`src/mctt_pkg.sv`:
```
// shared types and constants for the multi-channel timeout timer
package mctt_pkg;

  localparam int unsigned CMD_W   = 2;
  localparam int unsigned CHAN_W  = 3;
  localparam int unsigned DELAY_W = 32;
  localparam int unsigned COUNT_W = 26;
  localparam int unsigned MASK_W  = 6;

  localparam logic [COUNT_W-1:0] COUNT_MAX = {COUNT_W{1'b1}};

  // command codes; the fourth code is unused and falls to a default arm
  typedef enum logic [CMD_W-1:0] {
    CMD_SET    = 2'd0,
    CMD_CANCEL = 2'd1,
    CMD_TICK   = 2'd2
  } cmd_t;

  // one decoded operation handed to the counter bank
  typedef struct packed {
    logic               fire;
    cmd_t               cmd;
    logic [CHAN_W-1:0]  channel;
    logic [COUNT_W-1:0] ticks;
  } op_t;

  // what the bank reports for one operation
  typedef struct packed {
    logic [MASK_W-1:0] expired_mask;
    logic              running;
  } res_t;

endpackage

```
`src/mctt_bank.sv`:
```
// bank of countdown registers with the running flag and expiry mask logic
module mctt_bank #(
  parameter int unsigned CHANNELS = 6
) (
  input  logic            clk,
  input  logic            rst_n,
  input  mctt_pkg::op_t   op,
  output mctt_pkg::res_t  res
);
  import mctt_pkg::*;

  logic [COUNT_W-1:0] cnt_r   [CHANNELS];
  logic [COUNT_W-1:0] cnt_nxt [CHANNELS];
  logic               active_r;
  logic               active_nxt;
  logic [CHANNELS-1:0] expire;
  logic [CHANNELS-1:0] left;
  logic [CHANNELS-1:0] busy;
  logic               in_range;
  logic               tick_go;

  assign in_range = 32'(op.channel) < CHANNELS;
  assign tick_go  = op.fire && (op.cmd == CMD_TICK) && active_r;

  for (genvar c = 0; c < CHANNELS; c++) begin : g_lane
    logic hit;
    assign hit     = op.fire && (32'(op.channel) == c);
    assign busy[c] = cnt_r[c] != '0;
    assign expire[c] = tick_go && (cnt_r[c] == COUNT_W'(1));
    assign left[c]   = tick_go && busy[c] && (cnt_r[c] != COUNT_W'(1));

    always_comb begin
      cnt_nxt[c] = cnt_r[c];
      unique case (op.cmd)
        CMD_SET: begin
          if (hit) cnt_nxt[c] = op.ticks;
        end
        CMD_CANCEL: begin
          if (hit) cnt_nxt[c] = '0;
        end
        CMD_TICK: begin
          if (tick_go && busy[c]) cnt_nxt[c] = cnt_r[c] - COUNT_W'(1);
        end
        default: begin
          cnt_nxt[c] = cnt_r[c];
        end
      endcase
    end

    always_ff @(posedge clk) begin
      if (!rst_n) begin
        cnt_r[c] <= '0;
      end else begin
        cnt_r[c] <= cnt_nxt[c];
      end
    end
  end

  always_comb begin
    active_nxt = active_r;
    if (op.fire && (op.cmd == CMD_SET) && in_range) begin
      active_nxt = 1'b1;
    end else if (tick_go && (left == '0)) begin
      active_nxt = 1'b0;
    end
  end

  always_ff @(posedge clk) begin
    if (!rst_n) begin
      active_r <= 1'b0;
    end else begin
      active_r <= active_nxt;
    end
  end

  // channels beyond the mask width count but are not reported
  for (genvar i = 0; i < MASK_W; i++) begin : g_mask
    if (i < CHANNELS) begin : g_on
      assign res.expired_mask[i] = expire[i];
    end else begin : g_off
      assign res.expired_mask[i] = 1'b0;
    end
  end

  assign res.running = active_nxt;

  a_set_starts: assert property (@(posedge clk) disable iff (!rst_n)
    op.fire && (op.cmd == CMD_SET) && in_range |=> active_r)
    else $error("bank not running after an in-range set");

  a_idle_empty: assert property (@(posedge clk) disable iff (!rst_n)
    !active_r |-> (busy == '0))
    else $error("count left nonzero while the bank is stopped");

  a_mask_tick: assert property (@(posedge clk) disable iff (!rst_n)
    (res.expired_mask != '0) |-> tick_go)
    else $error("expiry reported outside a processed tick");

  a_stop_empty: assert property (@(posedge clk) disable iff (!rst_n)
    tick_go && (left == '0) |=> !active_r && (busy == '0))
    else $error("bank kept running after last count expired");

endmodule

```
`config.mk`:
```
export PLATFORM = sky130hd
export DESIGN_NAME = mctt_bank
export DESIGN_NICKNAME = d
export VERILOG_FILES = /design/src/mctt_pkg.sv /design/src/mctt_bank.sv
export SDC_FILE = /design/constraint.sdc
export NUM_CORES = 1
export LEC_CHECK = 0
export ABC_AREA = 1
export BUFFER_PORTS_ARGS = -buffer_cell sky130_fd_sc_hd__clkbuf_2
export CORE_UTILIZATION = 44
export DETAILED_ROUTE_END_ITERATION = 8
export HOLD_SLACK_MARGIN = 0.08
export PLACE_DENSITY = 0.68
export SKIP_CTS_REPAIR_TIMING = 1
export SLEW_MARGIN = 20
export SYNTH_ARGS = -nofsm -noshare
export SYNTH_HDL_FRONTEND = slang
export SYNTH_SLANG_ARGS = --single-unit
```
`constraint.sdc`:
```
create_clock -name clk -period 1.8 [get_ports clk]
set_input_delay 0.27 -clock clk [delete_from_list [all_inputs] [get_ports clk]]
set_output_delay 0.27 -clock clk [all_outputs]
set_load 0.02 [all_outputs]
```
Yosys cells after proc, flatten, opt, wreduce, memory -nomap -nowiden --
Memories as Yosys holds them, arrays and structs flattened. Cells that the tools add are included.
Cells by class: $add $sub $neg 6, $lt $le $gt $ge 1, equal/unequal tests 19, multiplexer cells 34, bitwise logic cells 6, reductions and logical operators 38
Operators by type and width (number):
- 2-to-1 mux 26 bit | 24
- case mux 26 bit (3 select lines) | 6
- == test 26 x 1 -> 1 bit, second input constant | 6
- != test 26 x 1 -> 1 bit, second input constant | 6
- nonzero test 26 bit | 6
- subtractor 26 x 1 -> 26 bit, second input constant | 6
- logical AND 1 bit | 29
- == test 3 x 2 -> 1 bit, second input constant | 2
- == test 3 bit, second input constant | 2
- logical NOT 6 bit | 1
- bitwise OR 1 bit | 6
- 2-to-1 mux 1 bit | 4
- == test 3 x 1 -> 1 bit, second input constant | 1
- logical NOT 3 bit | 1
- < comparator 3 bit, second input constant | 1
- == test 2 x 1 -> 1 bit, second input constant | 1
- == test 2 bit, second input constant | 1
- logical NOT 2 bit | 1
Storage, ports and cells: register bits after elaboration 1, bits in writable memories 156, bits of input ports 34, output and inout bits 7, logic and storage cells 106, memories 1
Memory list:
- cnt_r | words 6, bits a word 26, rd ports 6, clocked after Yosys merged registers in 0, wr ports 6, RTL line mctt_bank.sv:12 | logic [COUNT_W-1:0] cnt_r [CHANNELS];

Depth between registers and ports, before layout --
Gate-level depths: netlist of run 1.
depth after elaboration 9, gate-level depth with buffers 15, mapped depth without buffers 14

Least setup slack after synthesis of run 1 --
No wires, ideal clock.
path kind input port to output port, start input port op[29] in the netlist's numbering, end output port res[0] in the netlist's numbering, arrival 1.673 ns, required time 1.530 ns, slack -0.143 ns, cell stages on the path 15, path buffers 2, cells stage by stage inv_1 > ha_1 > nand2_1 > nor2_2 > buf_4 > nand3_1 > nor2_1 > nand3_1 > nand2_1 > nand2_1 > nor2_1 > nand2_1 > nand2_1 > nand2_1 > buf_4
Between the ends: longest elaborated chain between the ends 9, elaborated cells between the ends (all ways) 22, those cells by class eq/ne: 1; mux: 2; reduce/logical: 19
Ends and longest elaborated chain:
- start, declared | RTL line mctt_bank.sv:7 | input mctt_pkg::op_t op,
- == test 2 bit | RTL line mctt_bank.sv:23 | assign tick_go = op.fire && (op.cmd == CMD_TICK) && active_r;
- logical AND 1 bit (2 in series) | RTL line mctt_bank.sv:23
- logical AND 1 bit (2 in series) | RTL line mctt_bank.sv:30 | assign left[c] = tick_go && busy[c] && (cnt_r[c] != COUNT_W'(1));
- logical NOT 6 bit | RTL line mctt_bank.sv:63 | end else if (tick_go && (left == '0)) begin
- logical AND 1 bit | RTL line mctt_bank.sv:63
- 2-to-1 mux 1 bit | RTL line mctt_bank.sv:63
- 2-to-1 mux 1 bit (*) | RTL line mctt_bank.sv:61 | if (op.fire && (op.cmd == CMD_SET) && in_range) begin
- end, declared | RTL line mctt_bank.sv:8 | output mctt_pkg::res_t res
Every way passes the cells marked *; elsewhere a longest branch is shown, timed or not.

==> results of run 1 <==
## routing by layer
| metal | part of all wire (%) | up-vias | routed length [um] |
|---|---|---|---|
| li1 | - | 6601 | - |
| met1 | 40 | 6361 | 16800 |
| met2 | 45 | 729 | 19200 |
| met3 | 9.4 | 167 | 3950 |
| met4 | 5.4 | 0 | 2260 |
| met5 | 0 | - | 0 |
## power by group
part	switching (mW)	leakage, nW	internal (mW)
combinational	3.18	5.61	2.39
sequential	0.245	1.31	3.80
clock	1.71	0.288	2.08
## stage by stage
step	TNS, ns	setup WS, ns
5_1_grt	-21.73	-0.667
2_1_floorplan	0	0.00535
4_1_cts	-7.37	-0.630
6_report	-13.76	-0.584
3_3_place_gp	-9.20	-0.180
3_5_place_dp	-14.46	-0.252
## area by class of cell
type,count,area [sq um],area share (%)
well taps,324,405,2.53
repair buffers,406,3610,22.5
clock inverters,14,155,0.967
clock buffers,18,429,2.67
multi-input cells,1351,7550,47.0
flip-flops and latches,157,3180,19.8
inverters,186,726,4.52
## flip-flops by register name (all words and copies together) (netlist names)
name	count
active_r	1
cnt_r	156
## synthesized netlist by cell type, types with 3 or more instances
library cell	number	area, sq um
a211oi_1	7	52.6
a211oi_2	17	213
a21oi_1	199	996
a31oi_1	9	56.3
buf_1	4	15.0
buf_2	14	70.1
buf_4	12	90.1
buf_6	13	146
clkbuf_1	23	86.3
clkbuf_2	3	15.0
dfxtp_1	157	3140
ha_1	20	250
inv_1	165	619
inv_2	16	60.1
nand2_1	282	1060
nand2_2	13	81.3
nand2_4	4	45.0
nand3_1	99	495
nand3b_1	7	52.6
nand4_1	23	144
nor2_1	326	1220
nor2_2	23	144
nor2_4	7	78.8
nor3_1	20	100
nor4_1	3	18.8
o211a_1	3	30.0
o21ai_0	197	986
o21ai_1	56	280
o21bai_1	5	37.5
o31ai_1	9	67.6
o41ai_1	3	26.3
xor2_1	4	35.0
## cell families (layout without fill, tap and decap cells)
logic type / count (synthesis) / count (layout) / synth area share [%]
compound gates: 510 / 510 / 25.6
xor+xnor: 4 / 4 / 0.322
fa+ha+maj: 20 / 20 / 2.30
buf+inv: 256 / 624 / 10.5
flops: 157 / 157 / 28.9
simple gates: 817 / 817 / 32.4
## path summary, 6_finish.rpt
path,depth (start not counted),start,end
max,11,cnt_r[1][45]$_SDFFE_PN0P_,res[0]
min,3,op[17],cnt_r[1][43]$_SDFFE_PN0P_
max reg2reg,19,cnt_r[0][0]$_SDFFE_PN0P_,cnt_r[0][17]$_SDFFE_PN0P_
min reg2reg,2,cnt_r[0][12]$_SDFFE_PN0P_,cnt_r[0][12]$_SDFFE_PN0P_
## layout by cell type (no fill, tap or decap), drive strengths merged
cell	count
a211oi	24
a21boi	1
a21o	1
a21oi	200
a31o	1
a31oi	9
and2	2
and3	1
buf	369
bufinv	2
clkbuf	55
clkinv	6
clkinvlp	1
dfxtp	157
ha	20
inv	191
nand2	299
nand3	99
nand3b	7
nand4	24
nor2	357
nor3	21
nor3b	1
nor4	3
o211a	3
o211ai	1
o21ai	253
o21bai	5
o31ai	9
o41ai	3
or2	3
xor2	4
## worst reg2reg max path, stage by stage, from the launching register on
cell,delay (ns)
dfxtp_2,0.33
inv_2,0.08
ha_4,0.15
inv_4,0.04
nor2_4,0.08
nand2_2,0.08
nor2_4,0.13
nand2_2,0.09
buf_6,0.12
buf_6,0.10
buf_6,0.10
buf_6,0.10
buf_6,0.10
buf_6,0.10
nand2_4,0.06
nand2_4,0.06
nand2_8,0.12
clkbuf_16,0.18
nor2_1,0.07
a211oi_2,0.15
==> out/results.txt, run 1 <==
status: complete, but fails checks
failing checks: negative setup slack
busiest layer in global routing: met2
worst rel slew slack: 61.1%
Pins Over Slew Limit: 0
Cells after DPL: 2380
Ys Warns: 0
vias in the first global route: 12300
met1 usage in global routing: 39.0%
die height: 159 um
met2 Use GR: 50.1%
via count: 13900
Routed Antenna Nets: 0
Pleak: 7.21 nW
clk sinks: 157
grt ovf: 0
Final Cycle Share: 132%
Fmax achieved: 0.419 GHz
WL/cell: 17.2 um
crit start category: flip-flop
clk_skew: 0.0154 ns
pin slew with the least headroom to its limit: 0.583 ns
total length of routed wires: 42200 um
Critical Path Max Stage Delay: 0.33 ns
CP Max Fanout: 2
GRT Total Usage: 30.2%
Buf/Inv on CP: 2
# Max-Cap Violations: 0
Power Dens Cells: 835 nW/um^2
RSZ-0062 raised after global routing: yes
Hold/Removal Path Class: input port to flip-flop
met3 GRT Util: 4.38%
# diodes: 0
first-pass GRT wire length: 61300 um
count of input and output buffers: 40
DR iter-0 viols: 1382
nets@finish: 2173
final-layout fill cell count: 1939
slowest CP cell: dfxtp_1
vias per inst: 5.64
Die Wd: 159 um
H-tree levels: 4
Final Cell Area: 16000 sq um
CTS max path bufs: 2
drt pass-1 iters: 8
DPL Wire Length: 28000 um
Peak VDD IR: 0.000551 V
critical path start-end classification: flip-flop to output port
post-layout util: 66.0%
layout cells sized above 1: 34.7%
# DRC: 0
final worst setup slack: -0.584 ns
die area: 25400 sq um
fin cells: 2456
WP data arrival: 2.11 ns
worst reg-to-reg setup slack: -0.52 ns
syn avg cell area: 6.18 sq um
CORE AREA: 24300 sq um
Hold Vio Cnt, Final: 0
global placement routability congestion: 0.943
Initial Util: 44.8%
commonest register cell after synthesis: dfxtp_1
Clock Tree Root: clkbuf_16
largest net degree at the start of global routing: 57
Worst-Skew Late Latency: 0.44 ns
Final setup viols: 41
Synth async-reset ratio: 0%
CP top delay family: simple AND/OR/NAND/NOR gates
Inserted Clock Buffers: 17
WHS: 0.169 ns
CTS tree: done
Gate Count Post-Synth: 1764
Seq cells post-synth: 157
EDFF count, synth: 0
initial antenna violation count: 0
crit path cell chain: nor2_2 -> nand3_2 -> nor2_4 -> nand4_1 -> nand3_1 -> nand2_1 -> inv_1 -> nand2_1 -> nand2_2 -> nand2_2 -> buf_6
CP endpoint kind: output port
IO Count: 41
Layout area overhead: 47.3%
Mapped Nets: 1818
Mapped Area: 10900 sq um
WP data required: 1.53 ns
sequential area share after synthesis: 28.9%
clock transition at the registers of the reported paths: 0.07 ns
Total Power: 13.4 mW
post-synth cell types: 49
FP Rows: 57
minimum clock period: 2.38 ns
Placed Area: 13900 sq um
Note: power is estimated with default switching activity, not from simulation.
==> inputs of run 2 (changes only) <==
--- a/config.mk
+++ b/config.mk
@@ -11,7 +11,9 @@
 export DETAILED_ROUTE_END_ITERATION = 8
 export HOLD_SLACK_MARGIN = 0.08
 export PLACE_DENSITY = 0.68
+export SETUP_SLACK_MARGIN = 0.02
 export SKIP_CTS_REPAIR_TIMING = 1
+export SKIP_LAST_GASP = 1
 export SLEW_MARGIN = 20
 export SYNTH_ARGS = -nofsm -noshare
 export SYNTH_HDL_FRONTEND = slang
==> out/results.txt, run 2 (synthesis gave the netlist of run 1 again) <==
total length of routed wires: 44000 um
Placed Area: 14000 sq um
commonest non-fill, non-tap cell in the layout: buf_4
pin slew with the least headroom to its limit: 0.533 ns
WP data arrival: 2.05 ns
worst r2r dst: cnt_r[0][19]$_SDFFE_PN0P_
Final setup viols: 53
Power Dens Cells: 854 nW/um^2
nets@finish: 2189
final-layout fill cell count: 1963
Die Wd: 159 um
Pleak: 7.31 nW
Layout area overhead: 49.0%
RSZ-0062 raised after global routing: yes
met2 Use GR: 50.9%
# Max-Cap Violations: 0
global placement routability congestion: 0.938
DPL Wire Length: 29000 um
Routed Antenna Nets: 0
Worst-Skew Late Latency: 0.44 ns
Cells after DPL: 2401
Net Sw Frac: 37.5%
grt ovf: 0
Worst Setup EP: res[0]
post-layout util: 66.7%
IO Count: 41
Reg area: 3170 sq um
vias per inst: 5.72
worst reg-to-reg setup slack: -0.12 ns
die height: 159 um
met1 usage in global routing: 39.9%
Peak VDD IR: 0.000537 V
DR iter-0 viols: 1548
# diodes: 0
clock transition at the registers of the reported paths: 0.07 ns
Cell Int Power: 8.67 mW
Seq pwr share: 29.2%
CORE AREA: 24300 sq um
worst rel slew slack: 64.4%
Worst R2R Start: cnt_r[0][1]$_SDFFE_PN0P_
combinational power share: 41.1%
crit path cell chain: nor2_1 -> nand2_1 -> nor3_2 -> nand2_1 -> nand3_2 -> nand2_2 -> nor2_1 -> nand2_1 -> nand2_2 -> nand2_2 -> buf_6
WP data required: 1.53 ns
count of input and output buffers: 40
NetSw: 5.20 mW
critical path start-end classification: flip-flop to output port
H-tree levels: 4
Top reg by flops: cnt_r
Clock Tree Root: clkbuf_16
Total Power: 13.9 mW
CTS tree: done
Hold Vio Cnt, Final: 0
CP endpoint kind: output port
crit start category: flip-flop
first-pass GRT wire length: 62600 um
R2R cell count: 15
drt pass-1 iters: 6
Final Cell Area: 16200 sq um
Fmax achieved: 0.431 GHz
FP Rows: 57
busiest layer in global routing: met2
most frequent cells in the layout: buf_4, nor2_1, nand2_1
Critical Path Source: cnt_r[0][20]$_SDFFE_PN0P_
fin cells: 2472
vias in the first global route: 12500
CTS max path bufs: 2
Hold/Removal Path Class: input port to flip-flop
status: complete, but fails checks
WHS: 0.175 ns
# DRC: 0
GRT Total Usage: 31.0%
minimum clock period: 2.32 ns
Final Cycle Share: 129%
via count: 14100
slowest CP cell: dfxtp_1
max reg flops: 156
Inserted Clock Buffers: 17
failing checks: negative setup slack
die area: 25400 sq um
clk sinks: 157
met3 GRT Util: 5.11%
CP Max Fanout: 2
clk_skew: 0.0124 ns
layout cells sized above 1: 36.2%
area of the multi-input gates: 7620 sq um
final worst setup slack: -0.521 ns
Clk network pwr share: 29.7%
largest net degree at the start of global routing: 42
Initial Util: 44.8%
Pins Over Slew Limit: 0
Critical Path Max Stage Delay: 0.31 ns
WL/cell: 17.8 um
initial antenna violation count: 0
Top Registers: cnt_r (156), active_r (1)
[run 2: changes by cell type in the layout (fill, tap and decap cells not counted), moves of 6 or more]
cell	previous run	this run
nand3_2	13	22
o21ai_1	69	60
nor2_1	262	254
nor2_2	50	62
buf_4	300	332
buf_6	34	21
o21ai_0	158	165
dfxtp_1	130	136
nand3_1	82	74
[run 2: critical path, delay by kind of cell, from the launching register on]
kind | cells | cell delay [ns]
flops | 1 | 0.31
simple gates | 10 | 1.16
buf+inv | 1 | 0.14
[run 2: routing by layer]
metal | share of wire [%] | wire length (um)
met1 | 40 | 17600
met2 | 46 | 20300
met3 | 9.3 | 4090
met4 | 4.8 | 2090
met5 | 0 | 0
[run 2: worst min-delay path by stage]
| stage | from | end | slack [ns] | depth (start not counted) |
|---|---|---|---|---|
| floorplan | cnt_r[0][12]$_SDFFE_PN0P_ | cnt_r[0][12]$_SDFFE_PN0P_ | 0.45 | 2 |
| global placement | cnt_r[0][12]$_SDFFE_PN0P_ | cnt_r[0][12]$_SDFFE_PN0P_ | 0.46 | 2 |
| detailed placement | cnt_r[0][12]$_SDFFE_PN0P_ | cnt_r[0][12]$_SDFFE_PN0P_ | 0.47 | 2 |
| CTS | rst_n | cnt_r[2][25]$_SDFFE_PN0P_ | 0.18 | 3 |
| global route | rst_n | cnt_r[2][16]$_SDFFE_PN0P_ | 0.18 | 3 |
| finish | rst_n | cnt_r[2][25]$_SDFFE_PN0P_ | 0.17 | 3 |
[run 2: final cells by class]
type | count | area share, %
sequential | 157 | 19.5
tap | 324 | 2.50
clock inverter | 13 | 1.23
inverter | 186 | 4.56
clock buffer | 19 | 2.79
multi-input combinational | 1351 | 46.9
timing repair buffer | 421 | 22.4
timing repair inverter | 1 | 0.0540
[run 2: power by group through the flow]
stage	registers (mW)	logic, mW	clock network [mW]
5_1_grt	4.08	6.12	4.23
2_1_floorplan	4.10	2.52	0
3_3_place_gp	4.05	4.56	0
3_5_place_dp	4.06	4.65	0
6_report	4.04	5.70	4.12
4_1_cts	3.98	4.68	4.13
[run 2: per-stage QoR]
stage                     setup WS [ns]  setup TNS, ns
after global placement           -0.197         -16.05
final                            -0.521          -4.36
after floorplan                  0.0225              0
after global routing             -0.613          -9.49
after detailed placement         -0.268         -22.44
after CTS                        -0.641         -10.96
